`config.mk`:
```
export PLATFORM = sky130hd
export DESIGN_NAME = round_robin_lcg_bounded_random
export DESIGN_NICKNAME = d
export VERILOG_FILES = /design/src/rrlcg_pkg.sv /design/src/rrlcg_divider.sv /design/src/round_robin_lcg_bounded_random.sv
export SDC_FILE = /design/constraint.sdc
export NUM_CORES = 1
export LEC_CHECK = 0
export ABC_AREA = 1
export BUFFER_PORTS_ARGS = -buffer_cell sky130_fd_sc_hd__buf_2
export CORE_MARGIN = 8
export CORE_UTILIZATION = 48
export DETAILED_ROUTE_END_ITERATION = 10
export SYNTH_ARGS = -nofsm -noshare
export SYNTH_HDL_FRONTEND = slang
export SYNTH_SLANG_ARGS = --single-unit
export TNS_END_PERCENT = 10
```
`constraint.sdc`:
```
create_clock -name clock -period 13.8 [get_ports clock]
set_clock_uncertainty 0.05 [all_clocks]
set_input_delay 2.76 -clock clock [delete_from_list [all_inputs] [get_ports clock]]
set_output_delay 2.76 -clock clock [all_outputs]
set_load 0.01 [all_outputs]
```
`src/rrlcg_pkg.sv`:
```
package rrlcg_pkg;

   // Number of interleaved generators and the selector width that indexes them.
   localparam int NUM_GENERATORS = 3;
   localparam int SEL_W = (NUM_GENERATORS > 1) ? $clog2(NUM_GENERATORS) : 1;

   // Generator arithmetic.
   localparam int STATE_W = 32;
   localparam logic [STATE_W-1:0] LCG_MUL = 32'd214013;
   localparam logic [STATE_W-1:0] LCG_ADD = 32'd2531011;
   localparam int SAMPLE_LSB = 16;
   localparam int SAMPLE_W = 15;

   // Request and response field widths.
   localparam int BOUND_W = 16;
   localparam int RSP_DATA_W = 16;

   // Remainder unit step count and counter width.
   localparam int DIV_STEPS = SAMPLE_W;
   localparam int DIV_CNT_W = $clog2(DIV_STEPS + 1);

   // Command from the sequencer to the remainder unit.
   typedef struct packed {
      logic start;
   } div_cmd_type;

   // Status from the remainder unit back to the sequencer.
   typedef struct packed {
      logic busy;
      logic done;
   } div_status_type;

   // Sequencer states, one-hot.
   typedef enum logic [2:0] {
      ST_IDLE = 3'b001,
      ST_STEP = 3'b010,
      ST_DIV  = 3'b100
   } seq_state_type;

endpackage

```
`src/rrlcg_divider.sv`:
```
module rrlcg_divider
   import rrlcg_pkg::*;
(
   input  logic                clock,
   input  logic                reset,
   input  div_cmd_type         cmd,
   input  logic [SAMPLE_W-1:0] dividend,
   input  logic [BOUND_W-1:0]  divisor,
   output div_status_type      status,
   output logic [SAMPLE_W-1:0] remainder
);

   logic                 busy_ff, busy_in;
   logic                 done_ff, done_in;
   logic [DIV_CNT_W-1:0] cnt_ff, cnt_in;
   logic [BOUND_W-1:0]   rem_ff, rem_in;
   logic [SAMPLE_W-1:0]  dvd_ff, dvd_in;
   logic [BOUND_W-1:0]   dsr_ff, dsr_in;
   logic [BOUND_W:0]     trial;
   logic [BOUND_W:0]     diff;

   // One restoring step: shift in the next dividend bit and subtract if it fits.
   always_comb begin
      trial = {rem_ff, dvd_ff[SAMPLE_W-1]};
      diff  = trial - {1'b0, dsr_ff};
   end

   // Sequencing of the shared subtractor over the dividend bits.
   always_comb begin
      busy_in = busy_ff;
      done_in = done_ff;
      cnt_in  = cnt_ff;
      rem_in  = rem_ff;
      dvd_in  = dvd_ff;
      dsr_in  = dsr_ff;
      if (cmd.start) begin
         busy_in = 1'b1;
         done_in = 1'b0;
         cnt_in  = DIV_CNT_W'(DIV_STEPS);
         rem_in  = '0;
         dvd_in  = dividend;
         dsr_in  = divisor;
      end else if (busy_ff) begin
         rem_in = diff[BOUND_W] ? trial[BOUND_W-1:0] : diff[BOUND_W-1:0];
         dvd_in = {dvd_ff[SAMPLE_W-2:0], 1'b0};
         cnt_in = cnt_ff - DIV_CNT_W'(1);
         if (cnt_ff == DIV_CNT_W'(1)) begin
            busy_in = 1'b0;
            done_in = 1'b1;
         end
      end
   end

   // Control registers.
   always_ff @(posedge clock) begin
      if (reset) begin
         busy_ff <= 1'b0;
         done_ff <= 1'b0;
         cnt_ff  <= '0;
      end else begin
         busy_ff <= busy_in;
         done_ff <= done_in;
         cnt_ff  <= cnt_in;
      end
   end

   // Datapath registers.
   always_ff @(posedge clock) begin
      rem_ff <= rem_in;
      dvd_ff <= dvd_in;
      dsr_ff <= dsr_in;
   end

   // The remainder never exceeds the dividend, so the low bits hold it all.
   assign status.busy = busy_ff;
   assign status.done = done_ff;
   assign remainder   = rem_ff[SAMPLE_W-1:0];

endmodule

```
`src/round_robin_lcg_bounded_random.sv`:
```
// Channel   Ports                     Content
// request   req_tvalid/tready/tdata   tdata[15:0] = bound
// response  rsp_tvalid/tready/tdata   tdata[14:0] = value, tdata[15] = 0
//           rsp_tuser                 tuser[0] = bad_bound
//
// After acceptance a request steps the selected generator with the multiply-add,
// runs the bit-serial remainder unit over the sample bits and loads the response
// register; the next request is taken only once the sequencer is back in idle.
// Reset is synchronous and clears all generator states and the selector.
// A stalled response holds in its register; the next request is still taken
// and waits at the end of its division until the response slot is free.
module round_robin_lcg_bounded_random
   import rrlcg_pkg::*;
(
   input  logic                  clock,
   input  logic                  reset,
   input  logic                  req_tvalid,
   output logic                  req_tready,
   input  logic [BOUND_W-1:0]    req_tdata,   // [15:0] bound
   output logic                  rsp_tvalid,
   input  logic                  rsp_tready,
   output logic [RSP_DATA_W-1:0] rsp_tdata,   // [14:0] value, [15] zero fill
   output logic                  rsp_tuser    // [0] bad_bound
);

   seq_state_type        state_ff, state_in;
   logic [SEL_W-1:0]     sel_ff, sel_in;
   logic [STATE_W-1:0]   gen_ff [NUM_GENERATORS];
   logic [BOUND_W-1:0]   bound_ff, bound_in;
   logic                 rsp_valid_ff, rsp_valid_in;
   logic [SAMPLE_W-1:0]  rsp_value_ff, rsp_value_in;
   logic                 rsp_bad_ff, rsp_bad_in;
   logic [STATE_W-1:0]   lcg_next;
   logic                 req_take;
   logic                 slot_free;
   logic                 finish;
   div_cmd_type          div_cmd;
   div_status_type       div_status;
   logic [SAMPLE_W-1:0]  div_rem;

   assign req_take  = req_tvalid && (state_ff == ST_IDLE);
   assign slot_free = !rsp_valid_ff || rsp_tready;
   assign finish    = (state_ff == ST_DIV) && div_status.done && slot_free;

   // Generator update for the selected state, modulo 2^32.
   assign lcg_next = gen_ff[sel_ff] * LCG_MUL + LCG_ADD;

   // Sequencer and selector advance.
   always_comb begin
      state_in    = state_ff;
      sel_in      = sel_ff;
      bound_in    = bound_ff;
      div_cmd     = '0;
      case (state_ff)
         ST_IDLE: begin
            if (req_take) begin
               bound_in = req_tdata;
               if (sel_ff >= SEL_W'(NUM_GENERATORS - 1)) begin
                  sel_in = '0;
               end else begin
                  sel_in = sel_ff + SEL_W'(1);
               end
               state_in = ST_STEP;
            end
         end
         ST_STEP: begin
            div_cmd.start = 1'b1;
            state_in      = ST_DIV;
         end
         ST_DIV: begin
            if (finish) begin
               state_in = ST_IDLE;
            end
         end
         default: begin
            state_in = ST_IDLE;
         end
      endcase
   end

   // Response register; a zero bound forces the value to zero.
   always_comb begin
      rsp_valid_in = rsp_valid_ff;
      rsp_value_in = rsp_value_ff;
      rsp_bad_in   = rsp_bad_ff;
      if (rsp_valid_ff && rsp_tready) begin
         rsp_valid_in = 1'b0;
      end
      if (finish) begin
         rsp_valid_in = 1'b1;
         rsp_bad_in   = (bound_ff == '0);
         rsp_value_in = (bound_ff == '0) ? '0 : div_rem;
      end
   end

   // Control registers.
   always_ff @(posedge clock) begin
      if (reset) begin
         state_ff     <= ST_IDLE;
         sel_ff       <= '0;
         rsp_valid_ff <= 1'b0;
      end else begin
         state_ff     <= state_in;
         sel_ff       <= sel_in;
         rsp_valid_ff <= rsp_valid_in;
      end
   end

   // Generator states: only the selected one advances, in the step cycle.
   always_ff @(posedge clock) begin
      if (reset) begin
         for (int i = 0; i < NUM_GENERATORS; i++) begin
            gen_ff[i] <= '0;
         end
      end else if (state_ff == ST_STEP) begin
         gen_ff[sel_ff] <= lcg_next;
      end
   end

   // Payload registers.
   always_ff @(posedge clock) begin
      bound_ff     <= bound_in;
      rsp_value_ff <= rsp_value_in;
      rsp_bad_ff   <= rsp_bad_in;
   end

   // Shared bit-serial remainder unit.
   rrlcg_divider u_divider (
      .clock     (clock),
      .reset     (reset),
      .cmd       (div_cmd),
      .dividend  (lcg_next[SAMPLE_LSB +: SAMPLE_W]),
      .divisor   (bound_ff),
      .status    (div_status),
      .remainder (div_rem)
   );

   assign req_tready = (state_ff == ST_IDLE);
   assign rsp_tvalid = rsp_valid_ff;
   assign rsp_tdata  = {1'b0, rsp_value_ff};
   assign rsp_tuser  = rsp_bad_ff;

   // The selector always indexes an existing generator.
   a_sel_range: assert property (@(posedge clock) disable iff (reset)
      sel_ff <= SEL_W'(NUM_GENERATORS - 1))
      else $error("selector out of range");

   // A flagged response carries a zero value.
   a_bad_zero: assert property (@(posedge clock) disable iff (reset)
      rsp_tvalid && rsp_tuser |-> rsp_tdata == '0)
      else $error("bad bound response with nonzero value");

   // A freshly loaded good response lies below its bound.
   a_below_bound: assert property (@(posedge clock) disable iff (reset)
      finish && (bound_ff != '0) |=> {1'b0, rsp_tdata[SAMPLE_W-1:0]} < $past(bound_ff))
      else $error("response not below bound");

   // The remainder unit is never restarted while it is working.
   a_no_restart: assert property (@(posedge clock) disable iff (reset)
      div_status.busy |-> !div_cmd.start)
      else $error("remainder unit restarted while busy");

endmodule
```
==> results of run 1 <==
[worst max-delay path by stage]
stage	start	endpoint	cells after the start
after floorplan	flop	u_divider.dvd_ff[2]	26
after global placement	flop	u_divider.dvd_ff[5]	24
after detailed placement	flop	u_divider.dvd_ff[5]	24
after CTS	flop	u_divider.dvd_ff[5]	23
after global routing	flop	u_divider.dvd_ff[5]	23
final	flop	u_divider.dvd_ff[3]	23
[logic make-up after synthesis]
kind of cell / after synthesis / share of synthesized area (%)
fa+ha+maj: 328 / 30.93
flops: 217 / 35.39
xor+xnor: 44 / 2.194
simple gates: 566 / 13.11
other cells: 1 / 0.02135
buf+inv: 511 / 11.16
compound gates: 209 / 7.195
[area by class of cell]
type	instances	area, um^2
repair buffers	59	350.3
clock inverters	14	206.4
well taps	468	585.6
flip-flops and latches	217	6217
inverters	472	1777
fillers	3319	17270
multi-input cells	1148	9399
clock buffers	24	546.8
[cells in the final DEF (no fill, tap or decap), types with 2 or more instances in the layout]
cell / Yosys / routed
a31oi_1: 5 / 5
fa_1: 177 / 177
o21ai_2: 2 / 2
dfxtp_1: 30 / 29
nand2_1: 295 / 295
nor2_1: 169 / 169
inv_1: 469 / 469
ha_1: 151 / 151
clkinvlp_4: 0 / 3
buf_2: 6 / 37
nand4_1: 4 / 4
or2_2: 4 / 4
clkbuf_16: 0 / 21
a211oi_1: 3 / 3
nand2_2: 14 / 14
inv_6: 1 / 2
nand3_1: 60 / 60
o21a_1: 2 / 2
o22ai_1: 8 / 8
inv_2: 2 / 2
nor3_1: 11 / 10
o31ai_1: 5 / 5
o211ai_1: 7 / 7
o21ai_0: 55 / 55
a21oi_1: 74 / 74
nor4_1: 5 / 5
clkinv_2: 0 / 5
a21boi_0: 3 / 3
xor2_1: 28 / 28
a32oi_1: 21 / 21
clkbuf_1: 19 / 2
a21o_1: 7 / 7
xnor2_1: 16 / 16
o21bai_1: 10 / 10
buf_4: 1 / 22
bufinv_16: 0 / 5
edfxtp_1: 187 / 187
[routing by layer]
metal,vias up,routed length (um),GRT usage [%]
li1,5966,-,-
met1,5895,19610,28.09
met2,275,19300,31.83
met3,49,1776,1.932
met4,0,840,4.511
met5,-,0,0
[per-stage QoR]
step	hold slack (ns)	utilization, %	cell area, um^2	setup WS [ns]
2_1_floorplan	0.3768	-	17560	7.091
5_1_grt	0.4110	52.50	19080	5.057
3_5_place_dp	0.3854	50.43	18330	5.664
6_report	0.3971	52.50	19080	5.674
4_1_cts	0.3997	52.50	19080	5.656
3_3_place_gp	0.3840	50.43	18330	5.656
[flip-flops by register name, summed over array words and instances (netlist names), named ones only]
signal	count
rsp_tvalid	1
rsp_tuser	1
u_divider.dvd_ff	15
sel_ff	2
state_ff	3
rsp_value_ff	15
u_divider.cnt_ff	4
gen_ff	124
u_divider.done_ff	1
u_divider.busy_ff	1
u_divider.rem_ff	16
bound_ff	16
u_divider.dsr_ff	16
==> impl_metrics.ini, run 1 <==
[global_routing]
grt_max_degree = 64
grt_pass1_vias = 12850
grt_usage_pct = 19.60
antenna_found_initial = 0
grt_pass1_wl_mm = 68.09
grt_overflow = 0

[synthesis]
synth-edff-count = 187
synth_top_area_share_pct = 31.97
yosys_warnings = 0
netlist_instances = 1876
synth_nets = 2224
ys_types = 48
synth_most_common_cell = inv_1
synth_seq_area_share_pct = 35.39
synth-async-reset-ratio_pct = 0
syn_area_um2 = 17560
ys.flop_type = edfxtp_1
synth.largest_area_cell = edfxtp_1
yosys-top-cells-count = inv_1 (469), nand2_1 (295), edfxtp_1 (187)
synth_seq_cells = 217
synth_area_leaders = edfxtp_1 (32%), fa_1 (20%), ha_1 (11%)
syn_area_per_cell_um2 = 9.363

[clock_tree]
cts_resized = 0
cts_root_buf = clkbuf_16
clk_latency_ns = 0.52
cts_hold_buf = 0
postCtsSetupBuffers = 0
cts_buffers = 21
cts_buffer_depth = 3
path_clk_slew_ns = 0.07
cts_tree = done
htreeDepth = 1
cts_sinks = 217

[die]
initial_core_util_pct = 48.32
die_w_um = 207.3
die-area_um2 = 42970
row_count = 70
ioPinCount = 39
die_y_um = 207.3
core_area_um2 = 36350

[routing]
wl_mm = 41.53
drc = 0
drt_iter0_drc = 879
wl_per_cell_um = 17.29
first_pass_iters = 5
vias_per_cell = 5.073
num_vias = 12190
ant_nets = 0

[worst_setup_path]
worstPathMaxFanout = 34
cp_cell_sequence = inv_2 > buf_4 > a21oi_1 > a32oi_1 > inv_1 > fa_1 > fa_1 > fa_1 > fa_1 > inv_1 > fa_1 > inv_1 > fa_1 > inv_1 > ha_1 > nand2_1 > inv_1 > a21oi_1 > a21boi_0 > nand2_1 > a21oi_1 > xor2_1 > o21ai_0
path_buf_inv = 7
critical_path.endpoint_type = flop
critPathRequiredTime_ns = 13.97
crit_family = adder cells
critPathSlowestCell = a32oi_1
worstReg2RegEnd = u_divider.dvd_ff[3]
worstSetupStartpointType = flop
crit_type = flop to flop
r2r_slack_ns = 5.67
crit_arrival_ns = 8.30
r2r_cells = 23
crit_top_cell = fa_1
slowest_delay_ns = 0.67

[hold_path]
holdCritStartpoint = bound_ff[9]
whs_path_depth = 0
hold_end = u_divider.dsr_ff[9]
hold_path_class = flop to flop

[timing]
slew_violations = 0
period_minus_slack_ns = 8.126
fmax_mhz = 123.1
setup_viol = 0
hold_violations = 0
fin_tns_setup_ns = 0
slew_headroom_pct = 16.96
worst_slew_pin_slew_ns = 1.241
period_share_pct = 58.88
rsz0062_at_grt = false

[run]
maxCapViolations = 0

[final_layout]
layout-drive-gt1-share_pct = 6.308
antennaDiodeCount = 0
fin_cells = 2402
syn2layout_area_growth_pct = 8.641
nets = 2267

[outcome]
status = finished clean

[placement]
dp_hpwl_mm = 32.75
routabilityCongestion = 0.9139
portBuffers = 37
placedCellCount = 2364
Power of run 1 is not shown: default switching activity piles up to over one toggle a cycle in this logic, so the estimate is an artifact.
==> inputs of run 2 (changes only) <==
--- a/config.mk
+++ b/config.mk
@@ -10,6 +10,7 @@
 export CORE_MARGIN = 8
 export CORE_UTILIZATION = 48
 export DETAILED_ROUTE_END_ITERATION = 10
+export PLACE_DENSITY = 0.66
 export SYNTH_ARGS = -nofsm -noshare
 export SYNTH_HDL_FRONTEND = slang
 export SYNTH_SLANG_ARGS = --single-unit
==> constraint.sdc (replaced) <==
create_clock -name clock -period 7.2 [get_ports clock]
set_clock_uncertainty 0.05 [all_clocks]
set_input_delay 1.44 -clock clock [delete_from_list [all_inputs] [get_ports clock]]
set_output_delay 1.44 -clock clock [all_outputs]
set_load 0.01 [all_outputs]
==> impl_metrics.ini, run 2 (synthesized netlist as in run 1, its figures left out) <==
[clock_tree]
postCtsSetupBuffers = 0
cts_buffers = 22
path_clk_slew_ns = 0.06
cts_hold_buf = 0
cts_tree = done
cts_buffer_depth = 3
htreeDepth = 1
cts_resized = 0
cts_sinks = 217
cts_root_buf = clkbuf_16
clk_latency_ns = 0.53

[final_layout]
final_cell_mix = inv_1 (469), nand2_1 (295), edfxtp_1 (187)
largest_register_ffs = 124
nets = 2294
fillers = 3254
antennaDiodeCount = 0
syn2layout_area_growth_pct = 9.560
final_common_cell = inv_1
layout-drive-gt1-share_pct = 7.288
largest_register = gen_ff

[outcome]
status = finished clean

[timing]
worst_slew_pin_slew_ns = 1.183
setup_ws_ns = 0.4946
hold_violations = 0
slew_headroom_pct = 20.84
period_minus_slack_ns = 6.705
period_share_pct = 93.13
setup_viol = 0
rsz0062_at_grt = false
slew_violations = 0
fin_tns_setup_ns = 0
fmax_mhz = 149.1
timing.hold.ws_ns = 0.3956

[worst_setup_path]
cp_cell_sequence = inv_6 > buf_6 > nand2_2 > nand3_1 > nand2_1 > fa_1 > fa_1 > fa_1 > inv_1 > fa_1 > inv_1 > fa_1 > fa_1 > inv_1 > ha_1 > nand2_1 > nand2_1 > a31oi_1 > o21ai_0 > a221oi_1 > nand3_1 > nand2_1 > o21ai_0
critical_path.endpoint_type = flop
worstReg2RegEnd = u_divider.dvd_ff[13]
r2r_cells = 23
slowest_delay_ns = 0.61
crit_top_cell = fa_1
critPathSlowestCell = fa_1
crit_arrival_ns = 6.88
worstSetupStartpointType = flop
worstPathMaxFanout = 34
crit_type = flop to flop
critPathRequiredTime_ns = 7.37
r2r_slack_ns = 0.49

[hold_path]
whs_path_depth = 0
hold_end = u_divider.dsr_ff[2]
hold_path_class = flop to flop
holdCritStartpoint = bound_ff[2]

[routing]
ant_nets = 0
drc = 0
wl_mm = 40.03
vias_per_cell = 5.086
first_pass_iters = 5
num_vias = 12360
wl_per_cell_um = 16.47
drt_iter0_drc = 812

[global_routing]
antenna_found_initial = 0
top_usage_layer = met2
met3_usage_pct = 3.019
grt_overflow = 0
grt_pass1_wl_mm = 65.68
grt_usage_pct = 18.73
grt_max_degree = 39
grtUsageMet2_pct = 30.67
met1_usage_pct = 25.99
grt_pass1_vias = 12840

[die]
die_w_um = 207.3
die-area_um2 = 42970
die_y_um = 207.3
core_area_um2 = 36350
ioPinCount = 39
row_count = 70
initial_core_util_pct = 48.32

[placement]
dp_hpwl_mm = 31.83
place_ws_ns = 0.2595
portBuffers = 37
routabilityCongestion = 0.9302

[run]
maxCapViolations = 0
run 2: cell count changes in the layout (fill, tap and decap cells not counted), moves of 2 or more:
| cell | change |
|---|---|
| buf_6 | +2 |
| buf_4 | +24 |
| clkbuf_1 | +4 |
| clkinv_2 | -3 |
| clkinvlp_4 | -2 |
| bufinv_16 | -3 |
| clkinv_1 | +4 |
run 2: routing by layer:
layer	vias up	wire length (um)
li1	6025	-
met1	5988	18450
met2	295	18570
met3	50	2322
met4	0	684
met5	-	0
run 2: worst max-delay path, delay by kind of cell (launching register included):
kind                     cells  cell delay [ns]
adder cells (fa/ha/maj)      7             3.46
AO/OA/AOI/OAI                4             0.97
AND/OR/NAND/NOR              7             0.91
buffers and inverters        5             0.67
flip-flops                   1             0.36
run 2: through the flow:
stage                     cell area [um^2]  std cells  utilization [%]
after floorplan                      17560       1876                -
after global placement               18520       2390            50.96
after detailed placement             18520       2390            50.96
after CTS                            19230       2430            52.90
after global routing                 19240       2430            52.94
final                                19240       2430            52.94
run 2: how the worst max path moves through the flow:
stage,slack (ns),end,startpoint,cells past startpoint
after global placement,0.28,u_divider.dvd_ff[12],flop,23
after CTS,0.27,u_divider.dvd_ff[12],flop,23
after floorplan,0.49,u_divider.dvd_ff[2],flop,26
after global routing,0.03,u_divider.dvd_ff[10],flop,26
final,0.49,u_divider.dvd_ff[13],flop,23
after detailed placement,0.26,u_divider.dvd_ff[12],flop,23
run 2: cell type report:
cell class / count / area (um^2) / area share [%]
tap: 468 / 585.6 / 3.043
timing repair buffer: 85 / 553.0 / 2.874
inverter: 472 / 1777 / 9.233
sequential: 217 / 6217 / 32.31
clock inverter: 11 / 117.6 / 0.6112
multi-input combinational: 1148 / 9407 / 48.88
clock buffer: 29 / 586.8 / 3.049
Power of run 2 is left out for the same reason.
